`src/rtl/mxt_ram.sv`:
```
`timescale 1ns / 1ps
`default_nettype none
// ----------------------------------------------------------------------------
// mxt_ram
// Generic single-write, single-read memory with registered read data.
// ----------------------------------------------------------------------------
module mxt_ram #(
    parameter int WIDTH = 8,
    parameter int DEPTH = 64
) (
    input  wire                      i_clk,
    input  wire                      i_wr_en,
    input  wire [$clog2(DEPTH)-1:0]  i_wr_addr,
    input  wire [WIDTH-1:0]          i_wr_data,
    input  wire [$clog2(DEPTH)-1:0]  i_rd_addr,
    output logic [WIDTH-1:0]         o_rd_data
);

    logic [WIDTH-1:0] r_mem [DEPTH];

    // write port
    always_ff @(posedge i_clk) begin
        if (i_wr_en) begin
            r_mem[i_wr_addr] <= i_wr_data;
        end
    end

    // registered read port
    always_ff @(posedge i_clk) begin
        o_rd_data <= r_mem[i_rd_addr];
    end

endmodule : mxt_ram
`default_nettype wire

```
`config.mk`:
```
export PLATFORM = sky130hd
export DESIGN_NAME = mxt_ram
export DESIGN_NICKNAME = d
export VERILOG_FILES = /design/src/rtl/mxt_ram.sv
export SDC_FILE = /design/constraint.sdc
export NUM_CORES = 1
export LEC_CHECK = 0
export BUFFER_PORTS_ARGS = -buffer_cell sky130_fd_sc_hd__buf_2
export CORE_MARGIN = 2
export CORE_UTILIZATION = 60
export DETAILED_ROUTE_END_ITERATION = 12
export GPL_TIMING_DRIVEN = 0
export PLACE_DENSITY = 0.84
export REMOVE_ABC_BUFFERS = 1
export SYNTH_ARGS = -nofsm -noshare
export SYNTH_HDL_FRONTEND = slang
export SYNTH_SLANG_ARGS = --single-unit
export TNS_END_PERCENT = 50
```
`constraint.sdc`:
```
create_clock -name i_clk -period 1.95 [get_ports i_clk]
set_input_delay 0 -clock i_clk [delete_from_list [all_inputs] [get_ports i_clk]]
set_output_delay 0 -clock i_clk [all_outputs]
set_load 0.02 [all_outputs]
```
# After elaboration in Yosys (flattened, before gate mapping)
# Memory sizes are Yosys's and may differ from the RTL's. A register that Yosys moved wholly into a read port is not among the register bits.
# Index checks and enable logic that the tools add are counted.
[classes]
mux = 2
[op_table]
columns = ["cell", "n"]
rows = [
  ["1-bit two-way mux", 2],
]
[word_totals]
inputBits = 22
regBits = 0
out_inout_bits = 8
n_memories = 1
ram_bits = 512
[mem_list]
columns = ["name", "depth", "width", "read_ports", "rd_ports_with_merged_regs", "wr", "line_no", "rtl"]
rows = [
  ["r_mem", 64, 8, 1, 1, 1, "19", "logic [WIDTH-1:0] r_mem [DEPTH];"],
]

# Depth between registers and ports, before layout
# Gate-level depths: netlist (run 1).
[depth]
ltp_word = 2
mapped_depth = 9
depth_no_buf = 5

# Worst setup path after synthesis (run 1)
# No wires, ideal clock.
[synth_timing]
path_type = "register to register"
from = "memory r_mem[29][4]"
to = "register o_rd_data[4], read port of r_mem"
arrival_time_ps = 1560
slack_ps = 258
t_required_ps = 1818
path_stages_with_launch = 6
setup_ps = 132
path_cell_list = "edfxtp_1 -> mux4_2 -> mux2_2 -> o221a_2 -> nor3_1 -> o32ai_1"
[synth_rtl]
columns = ["item", "line_no", "rtl"]
rows = [
  ["start, declared", "19", ""],
  ["end, declared", "16", "output logic [WIDTH-1:0] o_rd_data"],
]

==> results.toml, run 1 <==
[worst_setup_path]
setup.worst_path.end_class = "flop"
crit-reg2reg-launch = "r_mem[21][1]"
cp_data_required_time_ns = 2.38
critical_path.reg2reg.endpoint = "o_rd_data[1]"
timing.reg2reg.worst_path_depth = 5
reg2reg_setup_slack_ns = -0.01
critPathLaunchType = "flop"
path_max_fanout = 1
timing.critical_path.arrival_ns = 2.40
setup.worst_path.class = "reg2reg"

[min_path]
holdCritStartpoint = "i_wr_addr[2]"
worstHoldPathType = "in2reg"
timing.hold.worst_path_depth = 3
hold_end = "r_mem[49][0]"

[clock_tree]
cts_tree = "done"
clockRootBuffer = "sky130_fd_sc_hd__clkbuf_16"
max_buffers_root_to_sink = 3
clk_transition_reported_paths_ns = 0.06
cts_buffers = 51
htree_levels = 2
post_cts_buffers = 0
clkLatencyLatePin_ns = 0.59
cts_sinks = 520

[route]
route.final.wire_length_um = 46550
dr.first_iter.drc_count = 1497
detail_route.drc_violations = 0
routedWlPerCell_um = 31.45
ant_nets = 0
route.detailed.vias_per_inst = 6.838
dr.pass1.iters = 5
vias = 10120

[cells_and_area]
final_util_pct = 67.85
layout_common_cells = "sky130_fd_sc_hd__edfxtp_1 (512), sky130_fd_sc_hd__mux4_2 (126), sky130_fd_sc_hd__nor2_1 (80)"
finalInstanceArea_um2 = 22580
n_fill_cell = 2003
layout-drive-gt1-share_pct = 25.66
leading_cell_type_in_the_layout_fill_and_taps_excluded = "sky130_fd_sc_hd__edfxtp_1"
layout-area-overhead-vs-synth_pct = 11.97
nNetsFinal = 1009

[place]
place_area_um2 = 20700
hpwlAfterDp_um = 24380
numPortBuffers = 29
place_worst_setup_slack_ns = -1.258
gp_congestion = 0.8223

[flow_run]
cap_violations = 0

[synth]
post_synth.cell_area_avg_um2 = 21.45
synth_seq_cells = 520
postSynth.topFlopCell = "sky130_fd_sc_hd__edfxtp_1"
seq_area_frac_synth_pct = 77.03
synth.lib_cells_used.distinct = 40
synth-warning-count = 0
syn-instance-count = 940
asyncSetResetFlopFracSynth_pct = 0
netlist_top_cells_area = "sky130_fd_sc_hd__edfxtp_1 (76%), sky130_fd_sc_hd__mux4_2 (14%), sky130_fd_sc_hd__nor2_1 (1.5%), sky130_fd_sc_hd__mux2i_1 (1.1%), sky130_fd_sc_hd__dfxtp_1 (0.79%)"
number_of_enable_type_register_cells_in_the_synthesized_netlist = 512
synthDominantAreaCellType = "sky130_fd_sc_hd__edfxtp_1"
post-synth-top-area-fraction_pct = 76.24
mappedNetlistArea_um2 = 20170

[outcome]
status = "complete, but fails checks"
failing_checks = "negative setup slack"

[sta]
timing.max_slew.rel_slack_pct = 13.57
max_freq_mhz = 509.0
final_max_slew_viol_count = 0
final.period_utilization_pct = 100.8
worst_slew_pin_slew_ns = 1.297
timing.final.ws_setup_ns = -0.01477
number_of_endpoints_failing_setup_at_the_final_stage = 2
finalWorstPathRequiredPeriod_ns = 1.965
worst_clock_skew_ns = 0.02569
rsz0062_at_grt = "true"
finalHoldViolations = 0

[grt]
grt-busiest-layer = "met2"
grt.met3_usage_pct = 5.929
met2_usage_pct = 43.81
grt_util_met1_pct = 36.56
grt_start_max_net_pins = 65
via_count_of_the_first_global_routing_pass = 10300
globalRoute.totalOverflow = 0
grt_first_pass_wirelength_um = 67790
antenna_violations_before_repair = 3
combined_global_route_utilization_of_all_metal_layers_pct = 26.84

[die]
placeableCoreArea_um2 = 33280
chipWidth_um = 187.3
core.rowCount = 67
pin_count = 30
initial_utilization_pct = 60.60
chipHeight_um = 187.3
floorplan.die_area_um2 = 35090

[power]
power_density_nw_per_um2 = 1025
peakVddDrop_uv = 878.1
power.static_leakage_uw = 0.007031
power_uw = 23140
## layout make-up
cell class,count,area [um2],share of cell area (%)
Timing Repair Buffer,45,459.2,2.034
Sequential cell,520,15530,68.80
Antenna cell,3,7.507,0.03325
Multi-Input combinational cell,369,4424,19.59
Clock inverter,22,172.7,0.7647
Tap cell,448,560.5,2.482
Clock buffer,73,1421,6.295
## worst max-delay path, stage by stage, from the launching register on
cell	delay, ns
sky130_fd_sc_hd__edfxtp_1	0.36
sky130_fd_sc_hd__mux4_2	0.49
sky130_fd_sc_hd__mux2_2	0.31
sky130_fd_sc_hd__o22ai_1	0.31
sky130_fd_sc_hd__nand2_1	0.15
sky130_fd_sc_hd__o2bb2ai_2	0.21
## metrics by stage
step                instances  hold slack [ns]  setup TNS, ns
finish                   1480          0.03423       -0.01852
global route             1478          0.05513       -0.09353
CTS                      1473          -0.1199       -0.02804
global placement         1366           0.4210         -42.00
detailed placement       1372           0.4231         -35.49
floorplan                 889          0.09887              0
## power by group
| part | total (uW) | switching (uW) | internal [uW] |
|---|---|---|---|
| Combinational | 1250 | 787 | 466 |
| Sequential | 12400 | 29.6 | 12400 |
| Clock | 9480 | 4130 | 5350 |
## layer usage
metal	routed length (um)	up-vias
met5	13	-
met4	1735	2
met3	4893	144
met2	23130	747
met1	16770	5207
li1	-	4020
## logic make-up (layout without fill, tap and decap cells)
group / after synthesis / after routing / share of synthesized area (%)
compound gates: 54 / 54 / 2.072
buf+inv: 51 / 140 / 1.570
flops: 520 / 520 / 77.03
mux: 162 / 162 / 15.94
other cells: 0 / 3 / 0
simple gates: 153 / 153 / 3.387
## worst max-delay path by stage
| stage | from | endpoint | slack, ns | depth (start not counted) |
|---|---|---|---|---|
| floorplan | r_mem[29][4] | o_rd_data[4] | 0.27 | 5 |
| global placement | i_rd_addr[0] | o_rd_data[3] | -4.23 | 5 |
| detailed placement | i_rd_addr[0] | o_rd_data[3] | -1.26 | 6 |
| CTS | r_mem[21][6] | o_rd_data[6] | -0.03 | 5 |
| global route | r_mem[21][6] | o_rd_data[6] | -0.02 | 5 |
| finish | r_mem[21][1] | o_rd_data[1] | -0.01 | 5 |
## repair_timing
| item | 4_1_cts | 5_1_grt |
|---|---|---|
| resized for setup | 12 | 10 |
| gates cloned | 3 | 0 |
| setup endpoints to repair | 8 | 6 |
| endpoints found under the hold margin | 14 | 4 |
| hold buffers | 3 | 4 |
| pin swaps | 0 | 5 |
## Yosys cell counts (6+ instances only)
cell type,count
sky130_fd_sc_hd__buf_2,11
sky130_fd_sc_hd__edfxtp_1,512
sky130_fd_sc_hd__nor2_1,83
sky130_fd_sc_hd__nand3_1,13
sky130_fd_sc_hd__nand2_1,19
sky130_fd_sc_hd__o22ai_1,8
sky130_fd_sc_hd__clkbuf_1,17
sky130_fd_sc_hd__mux2i_1,23
sky130_fd_sc_hd__nor2b_1,14
sky130_fd_sc_hd__a221oi_1,6
sky130_fd_sc_hd__o221ai_1,8
sky130_fd_sc_hd__nand2b_1,7
sky130_fd_sc_hd__dfxtp_1,8
sky130_fd_sc_hd__mux2_2,13
sky130_fd_sc_hd__nor3_1,7
sky130_fd_sc_hd__buf_4,13
sky130_fd_sc_hd__mux4_2,126
## flip-flops by register name, summed over array words and instances (netlist names)
signal,flops
o_rd_data,8
r_mem,512
Power figures use the tool's default switching activity.
==> run 2, diff against run 1 <==
--- a/config.mk
+++ b/config.mk
@@ -12,6 +12,7 @@
 export GPL_TIMING_DRIVEN = 0
 export PLACE_DENSITY = 0.84
 export REMOVE_ABC_BUFFERS = 1
+export SETUP_SLACK_MARGIN = 0.5
 export SYNTH_ARGS = -nofsm -noshare
 export SYNTH_HDL_FRONTEND = slang
 export SYNTH_SLANG_ARGS = --single-unit
==> run 2 against run 1 <==
  * Critical path depth decreased by 1
  * The flow finishes with violations (negative hold slack, negative setup slack)
  * Largest power group unchanged
  * Combinational power barely moved
  * Clock skew is 0.0025 ns lower
  * Flip-flop and latch count did not move
  * Setup slack better by 0.0081 ns
  * Routed wire length rose by 0.62%
  * Final area is 0.86% higher
  * Largest cell class unchanged
  * Global-route usage is 0.30 points higher
  * First-iteration DRC count decreased by 2.7%
  * Clock-buffer cell count did not move
==> results.toml, run 2 (synthesis gave the netlist of run 1 again) <==
[outcome]
status = "complete, but fails checks"
failing_checks = "negative hold slack, negative setup slack"

[worst_setup_path]
setup.worst_path.end_class = "flop"
critPathBufInv = 0
cp_data_required_time_ns = 2.37
critical_path.slowest_cell = "sky130_fd_sc_hd__mux4_2"
timing.critical_path.arrival_ns = 2.38
path_max_fanout = 1
path_cells = "mux4_2 > mux4_2 > nor2_2 > o32ai_4"
setup.worst_path.class = "reg2reg"
cp_common_cell = "sky130_fd_sc_hd__mux4_2"
crit_family = "multiplexers"
worst_path_largest_cell_delay_ns = 0.54
critPathLaunchType = "flop"

[cells_and_area]
nNetsFinal = 1005
multiInputGateArea_um2 = 4661
largest_register_ffs = 512
layoutNonFillerInstCount = 1475
layout_common_cells = "sky130_fd_sc_hd__edfxtp_1 (512), sky130_fd_sc_hd__mux4_2 (126), sky130_fd_sc_hd__clkbuf_16 (53)"
layout_top_registers = "r_mem (512), o_rd_data (8)"
finalInstanceArea_um2 = 22770
leading_cell_type_in_the_layout_fill_and_taps_excluded = "sky130_fd_sc_hd__edfxtp_1"
seqCellArea_um2 = 15530
n_fill_cell = 1960
layout-area-overhead-vs-synth_pct = 12.93
largest-register = "r_mem"
layout-drive-gt1-share_pct = 31.32

[die]
floorplan.die_area_um2 = 35090
initial_utilization_pct = 60.60
placeableCoreArea_um2 = 33280
chipHeight_um = 187.3
chipWidth_um = 187.3
core.rowCount = 67
pin_count = 30

[clock_tree]
cts_sinks = 520
clkLatencyLatePin_ns = 0.59
holdBufCountCts = 3
htree_levels = 2
clk_transition_reported_paths_ns = 0.06
max_buffers_root_to_sink = 3
cts_tree = "done"
cts_buffers = 51
clockRootBuffer = "sky130_fd_sc_hd__clkbuf_16"

[sta]
finalHoldViolations = 5
final_max_slew_viol_count = 0
finalWorstPathRequiredPeriod_ns = 1.957
rsz0062_at_grt = "true"
final.setup.tns_ns = -0.01048
timing.max_slew.rel_slack_pct = 14.10
number_of_endpoints_failing_setup_at_the_final_stage = 2
timing.final.ws_setup_ns = -0.006683
max_freq_mhz = 511.1
final.period_utilization_pct = 100.3
worst_slew_pin_slew_ns = 1.289
worst_clock_skew_ns = 0.02319
hold_slack_ns = -0.05463

[grt]
antenna_violations_before_repair = 4
via_count_of_the_first_global_routing_pass = 10340
grt_first_pass_wirelength_um = 68270
combined_global_route_utilization_of_all_metal_layers_pct = 27.14
globalRoute.totalOverflow = 0
grt_start_max_net_pins = 65

[place]
gp_congestion = 0.8223
numPortBuffers = 29
place_area_um2 = 20700
hpwlAfterDp_um = 24380
place.detailed.instances = 1372

[power]
power_uw = 23180
power.static_leakage_uw = 0.007019
peakVddDrop_uv = 882.8
power_density_nw_per_um2 = 1018

[route]
dr.first_iter.drc_count = 1456
vias = 10090
detail_route.drc_violations = 0
route.final.wire_length_um = 46840
dr.pass1.iters = 8
ant_nets = 0
routedWlPerCell_um = 31.75
route.detailed.vias_per_inst = 6.837

[min_path]
worstHoldPathType = "in2reg"

[flow_run]
cap_violations = 0
==> run 2: cell types whose count changed in the layout (fill, tap and decap cells not counted), sizes merged <==
cell	change
diode	-1
dlygate4sd3	-4
==> run 2: final cells by class <==
class                   count  share of cell area [%]
diodes                      2                 0.02198
clock buffers              73                   6.241
clock inverters            22                  0.7582
multi-input cells         369                   20.46
flip-flops and latches    520                   68.21
well taps                 448                   2.461
repair buffers             41                   1.840
==> run 2: path summary, 6_finish.rpt <==
check | start | to | slack, ns | cells past startpoint
max | r_mem[33][6] | o_rd_data[6] | -0.007 | 4
min | i_rd_addr[5] | o_rd_data[5] | -0.05 | 2
max reg2reg | r_mem[33][6] | o_rd_data[6] | -0.007 | 4
min reg2reg | r_mem[31][4] | o_rd_data[4] | 0.90 | 3
==> run 2: layer usage <==
| layer | vias up | track usage, % | part of all wire [%] |
|---|---|---|---|
| met5 | - | 0 | 0.028 |
| met2 | 727 | 44.40 | 50 |
| met3 | 149 | 5.704 | 11 |
| met4 | 2 | 9.982 | 3.9 |
| met1 | 5186 | 36.79 | 35 |
| li1 | 4021 | - | - |
==> run 2: worst reg2reg max path: stages, from the launching register on <==
cell and delay, ns:
sky130_fd_sc_hd__edfxtp_1 0.41, sky130_fd_sc_hd__mux4_2 0.48, sky130_fd_sc_hd__mux4_2 0.54, sky130_fd_sc_hd__nor2_2 0.21, sky130_fd_sc_hd__o32ai_4 0.15
==> run 2: per-stage QoR <==
step | setup slack (ns) | hold slack, ns | utilization [%]
after floorplan | 0.2664 | 0.09887 | -
after global placement | -4.235 | 0.4210 | 61.77
after detailed placement | -1.258 | 0.4231 | 62.19
after CTS | 0.05253 | -0.1074 | 67.85
after global routing | -0.03963 | -0.07182 | 68.42
final | -0.006683 | -0.05463 | 68.43
==> run 2: repair_timing <==
item / 4_1_cts / 5_1_grt
setup endpoints to repair: 145 / 335
resized for setup: 36 / 57
buffers inserted: 0 / 0
pin swaps: 4 / 2
gates cloned: 3 / 0
endpoints found under the hold margin: 13 / 5
==> run 2: where the power goes <==
group | leakage, uW | internal [uW] | switching (uW) | total, uW
registers | 0.00467 | 12400 | 29.1 | 12400
logic | 0.00156 | 469 | 809 | 1280
clock network | 0.000788 | 5350 | 4140 | 9490
==> run 3, diff against run 2 <==
--- a/config.mk
+++ b/config.mk
@@ -6,12 +6,12 @@
 export NUM_CORES = 1
 export LEC_CHECK = 0
 export BUFFER_PORTS_ARGS = -buffer_cell sky130_fd_sc_hd__buf_2
+export CORE_ASPECT_RATIO = 0.75
 export CORE_MARGIN = 2
 export CORE_UTILIZATION = 60
 export DETAILED_ROUTE_END_ITERATION = 12
 export GPL_TIMING_DRIVEN = 0
 export PLACE_DENSITY = 0.84
-export REMOVE_ABC_BUFFERS = 1
 export SETUP_SLACK_MARGIN = 0.5
 export SYNTH_ARGS = -nofsm -noshare
 export SYNTH_HDL_FRONTEND = slang
==> run 3 against run 2 <==
  * Critical endpoint is now o_rd_data[1]
  * Total power decreased by 0.77%
  * Clock skew fell by 0.015 ns
  * Global-route usage increased by 1.6 points
  * The flow finishes with violations (negative setup slack)
  * First-iteration DRC count rose by 21%
==> results.toml, run 3 (synthesis gave the netlist of run 1 again) <==
[grt]
grt-busiest-layer = "met2"
grt.met3_usage_pct = 8.198
grt_util_met1_pct = 41.49
grt_start_max_net_pins = 65
met2_usage_pct = 42.74
antenna_violations_before_repair = 1
grt_first_pass_wirelength_um = 70860
combined_global_route_utilization_of_all_metal_layers_pct = 28.74
globalRoute.totalOverflow = 0
via_count_of_the_first_global_routing_pass = 10360

[cells_and_area]
largest-register = "r_mem"
largest_register_ffs = 512
layout_common_cells = "sky130_fd_sc_hd__edfxtp_1 (512), sky130_fd_sc_hd__mux4_2 (126), sky130_fd_sc_hd__clkbuf_16 (49)"
nNetsFinal = 1035
leading_cell_type_in_the_layout_fill_and_taps_excluded = "sky130_fd_sc_hd__edfxtp_1"
layout-drive-gt1-share_pct = 34.10
n_antenna_cell = 0
layout-area-overhead-vs-synth_pct = 14.05
layout_top_registers = "r_mem (512), o_rd_data (8)"

[route]
route.final.wire_length_um = 49670
dr.first_iter.drc_count = 1763
routedWlPerCell_um = 33.11
route.detailed.vias_per_inst = 6.948
detail_route.drc_violations = 0
vias = 10420
dr.pass1.iters = 5
ant_nets = 0

[sta]
max_freq_mhz = 506.6
worst_clock_skew_ns = 0.008451
worst_slew_pin_slew_ns = 1.268
timing.max_slew.rel_slack_pct = 15.49
number_of_endpoints_failing_setup_at_the_final_stage = 2
final_max_slew_viol_count = 0
rsz0062_at_grt = "true"
final.period_utilization_pct = 101.2
final.setup.tns_ns = -0.03451
finalWorstPathRequiredPeriod_ns = 1.974
timing.final.ws_setup_ns = -0.02403
finalHoldViolations = 0

[place]
hpwlAfterDp_um = 29890
gp_congestion = 0.9745
numPortBuffers = 21

[die]
chipWidth_um = 215.7
floorplan.die_area_um2 = 35110
pin_count = 30
placeableCoreArea_um2 = 33310
initial_utilization_pct = 60.54
core.rowCount = 58
chipHeight_um = 162.8

[power]
internal_uw = 18150
power_density_nw_per_um2 = 1000
power_frac_clock_pct = 40.1
power_uw = 23000
power_frac_seq_pct = 53.9
power.static_leakage_uw = 0.007076
power_switching_share_pct = 21.07
comb_power_share_pct = 6.0
power_spent_charging_and_discharging_nets_uw = 4847
peakVddDrop_uv = 746.9

[worst_setup_path]
cp_common_cell = "sky130_fd_sc_hd__mux4_2"
worst_path_largest_cell_delay_ns = 0.55
critPathBufInv = 0
setup.worst_path.class = "reg2reg"
timing.critical_path.arrival_ns = 2.40
critPathLaunchType = "flop"
setup.worst_path.end_class = "flop"
cp_data_required_time_ns = 2.37
critical_path.reg2reg.endpoint = "o_rd_data[1]"
critical_path.slowest_cell = "sky130_fd_sc_hd__mux4_2"
timing.reg2reg.worst_path_depth = 5
crit_family = "multiplexers"
path_max_fanout = 1
path_cells = "mux4_2 > mux4_2 > nor2_2 > nor3_2 > o2bb2ai_2"
reg2reg_setup_slack_ns = -0.02
crit-reg2reg-launch = "r_mem[11][1]"

[outcome]
status = "complete, but fails checks"
failing_checks = "negative setup slack"

[clock_tree]
clockRootBuffer = "sky130_fd_sc_hd__clkbuf_16"
cts_buffers = 47
clkLatencyLatePin_ns = 0.56
clk_transition_reported_paths_ns = 0.06
cts_sinks = 520
max_buffers_root_to_sink = 3
cts_tree = "done"
htree_levels = 2

[flow_run]
cap_violations = 0

[min_path]
hold_end = "o_rd_data[5]"
timing.hold.worst_path_depth = 4
holdCritStartpoint = "i_rd_addr[4]"
worstHoldPathType = "in2reg"

[synth]
postSynthNetCount = 962
run 3: area by class of cell:
class                   instances  area (um2)
fillers                      1893       10310
flip-flops and latches        520       15530
well taps                     450       563.0
repair buffers                 24       142.6
plain buffers                  51       360.3
clock inverters                23       229.0
multi-input cells             369        4881
clock buffers                  63        1289
run 3: worst max path at each step:
stage,end,depth (start not counted),slack [ns],startpoint
final,o_rd_data[1],5,-0.02,r_mem[11][1]
after global routing,o_rd_data[0],5,-0.05,r_mem[7][0]
after CTS,o_rd_data[3],9,-0.02,i_rd_addr[1]
after detailed placement,o_rd_data[3],9,-0.75,i_rd_addr[1]
after global placement,o_rd_data[3],9,-0.66,i_rd_addr[1]
after floorplan,o_rd_data[4],5,0.30,r_mem[21][4]
run 3: tightest hold or removal path, stage by stage:
cell                      delay, ns
sky130_fd_sc_hd__buf_2         0.20
sky130_fd_sc_hd__mux4_2        0.31
sky130_fd_sc_hd__o21ai_2       0.07
sky130_fd_sc_hd__o41ai_2       0.08
run 3: repair_timing:
item	CTS	global route
hold buffers	1	0
pin swaps	3	3
buffers inserted	0	2
gates cloned	0	0
resized for setup	78	61
setup endpoints to repair	272	352
endpoints found under the hold margin	3	0
run 3: per-layer routing:
metal / share of wire, % / vias up
li1: - / 4071
met1: 37 / 5382
met2: 46 / 830
met3: 13 / 139
met4: 4.0 / 0
met5: 0 / -
run 3: metrics by stage:
stage	cells	cell area, um2	worst slack, ns	utilization, %	hold WS (ns)
3_3_place_gp	1411	20910	-0.6577	62.76	0.4180
3_5_place_dp	1411	20910	-0.7550	62.76	0.4160
4_1_cts	1498	22710	-0.01677	68.17	0.07223
2_1_floorplan	940	20240	0.2998	-	0.09887
5_1_grt	1500	23000	-0.05171	69.05	0.1193
6_report	1500	23000	-0.02403	69.05	0.1345
run 3: power groups by stage:
stage | registers [uW] | logic [uW] | clock network [uW]
detailed placement | 12600 | 1220 | 0
floorplan | 12700 | 677 | 0
CTS | 12400 | 1290 | 9230
global placement | 12600 | 1190 | 0
finish | 12400 | 1390 | 9210
global route | 12400 | 1430 | 9680
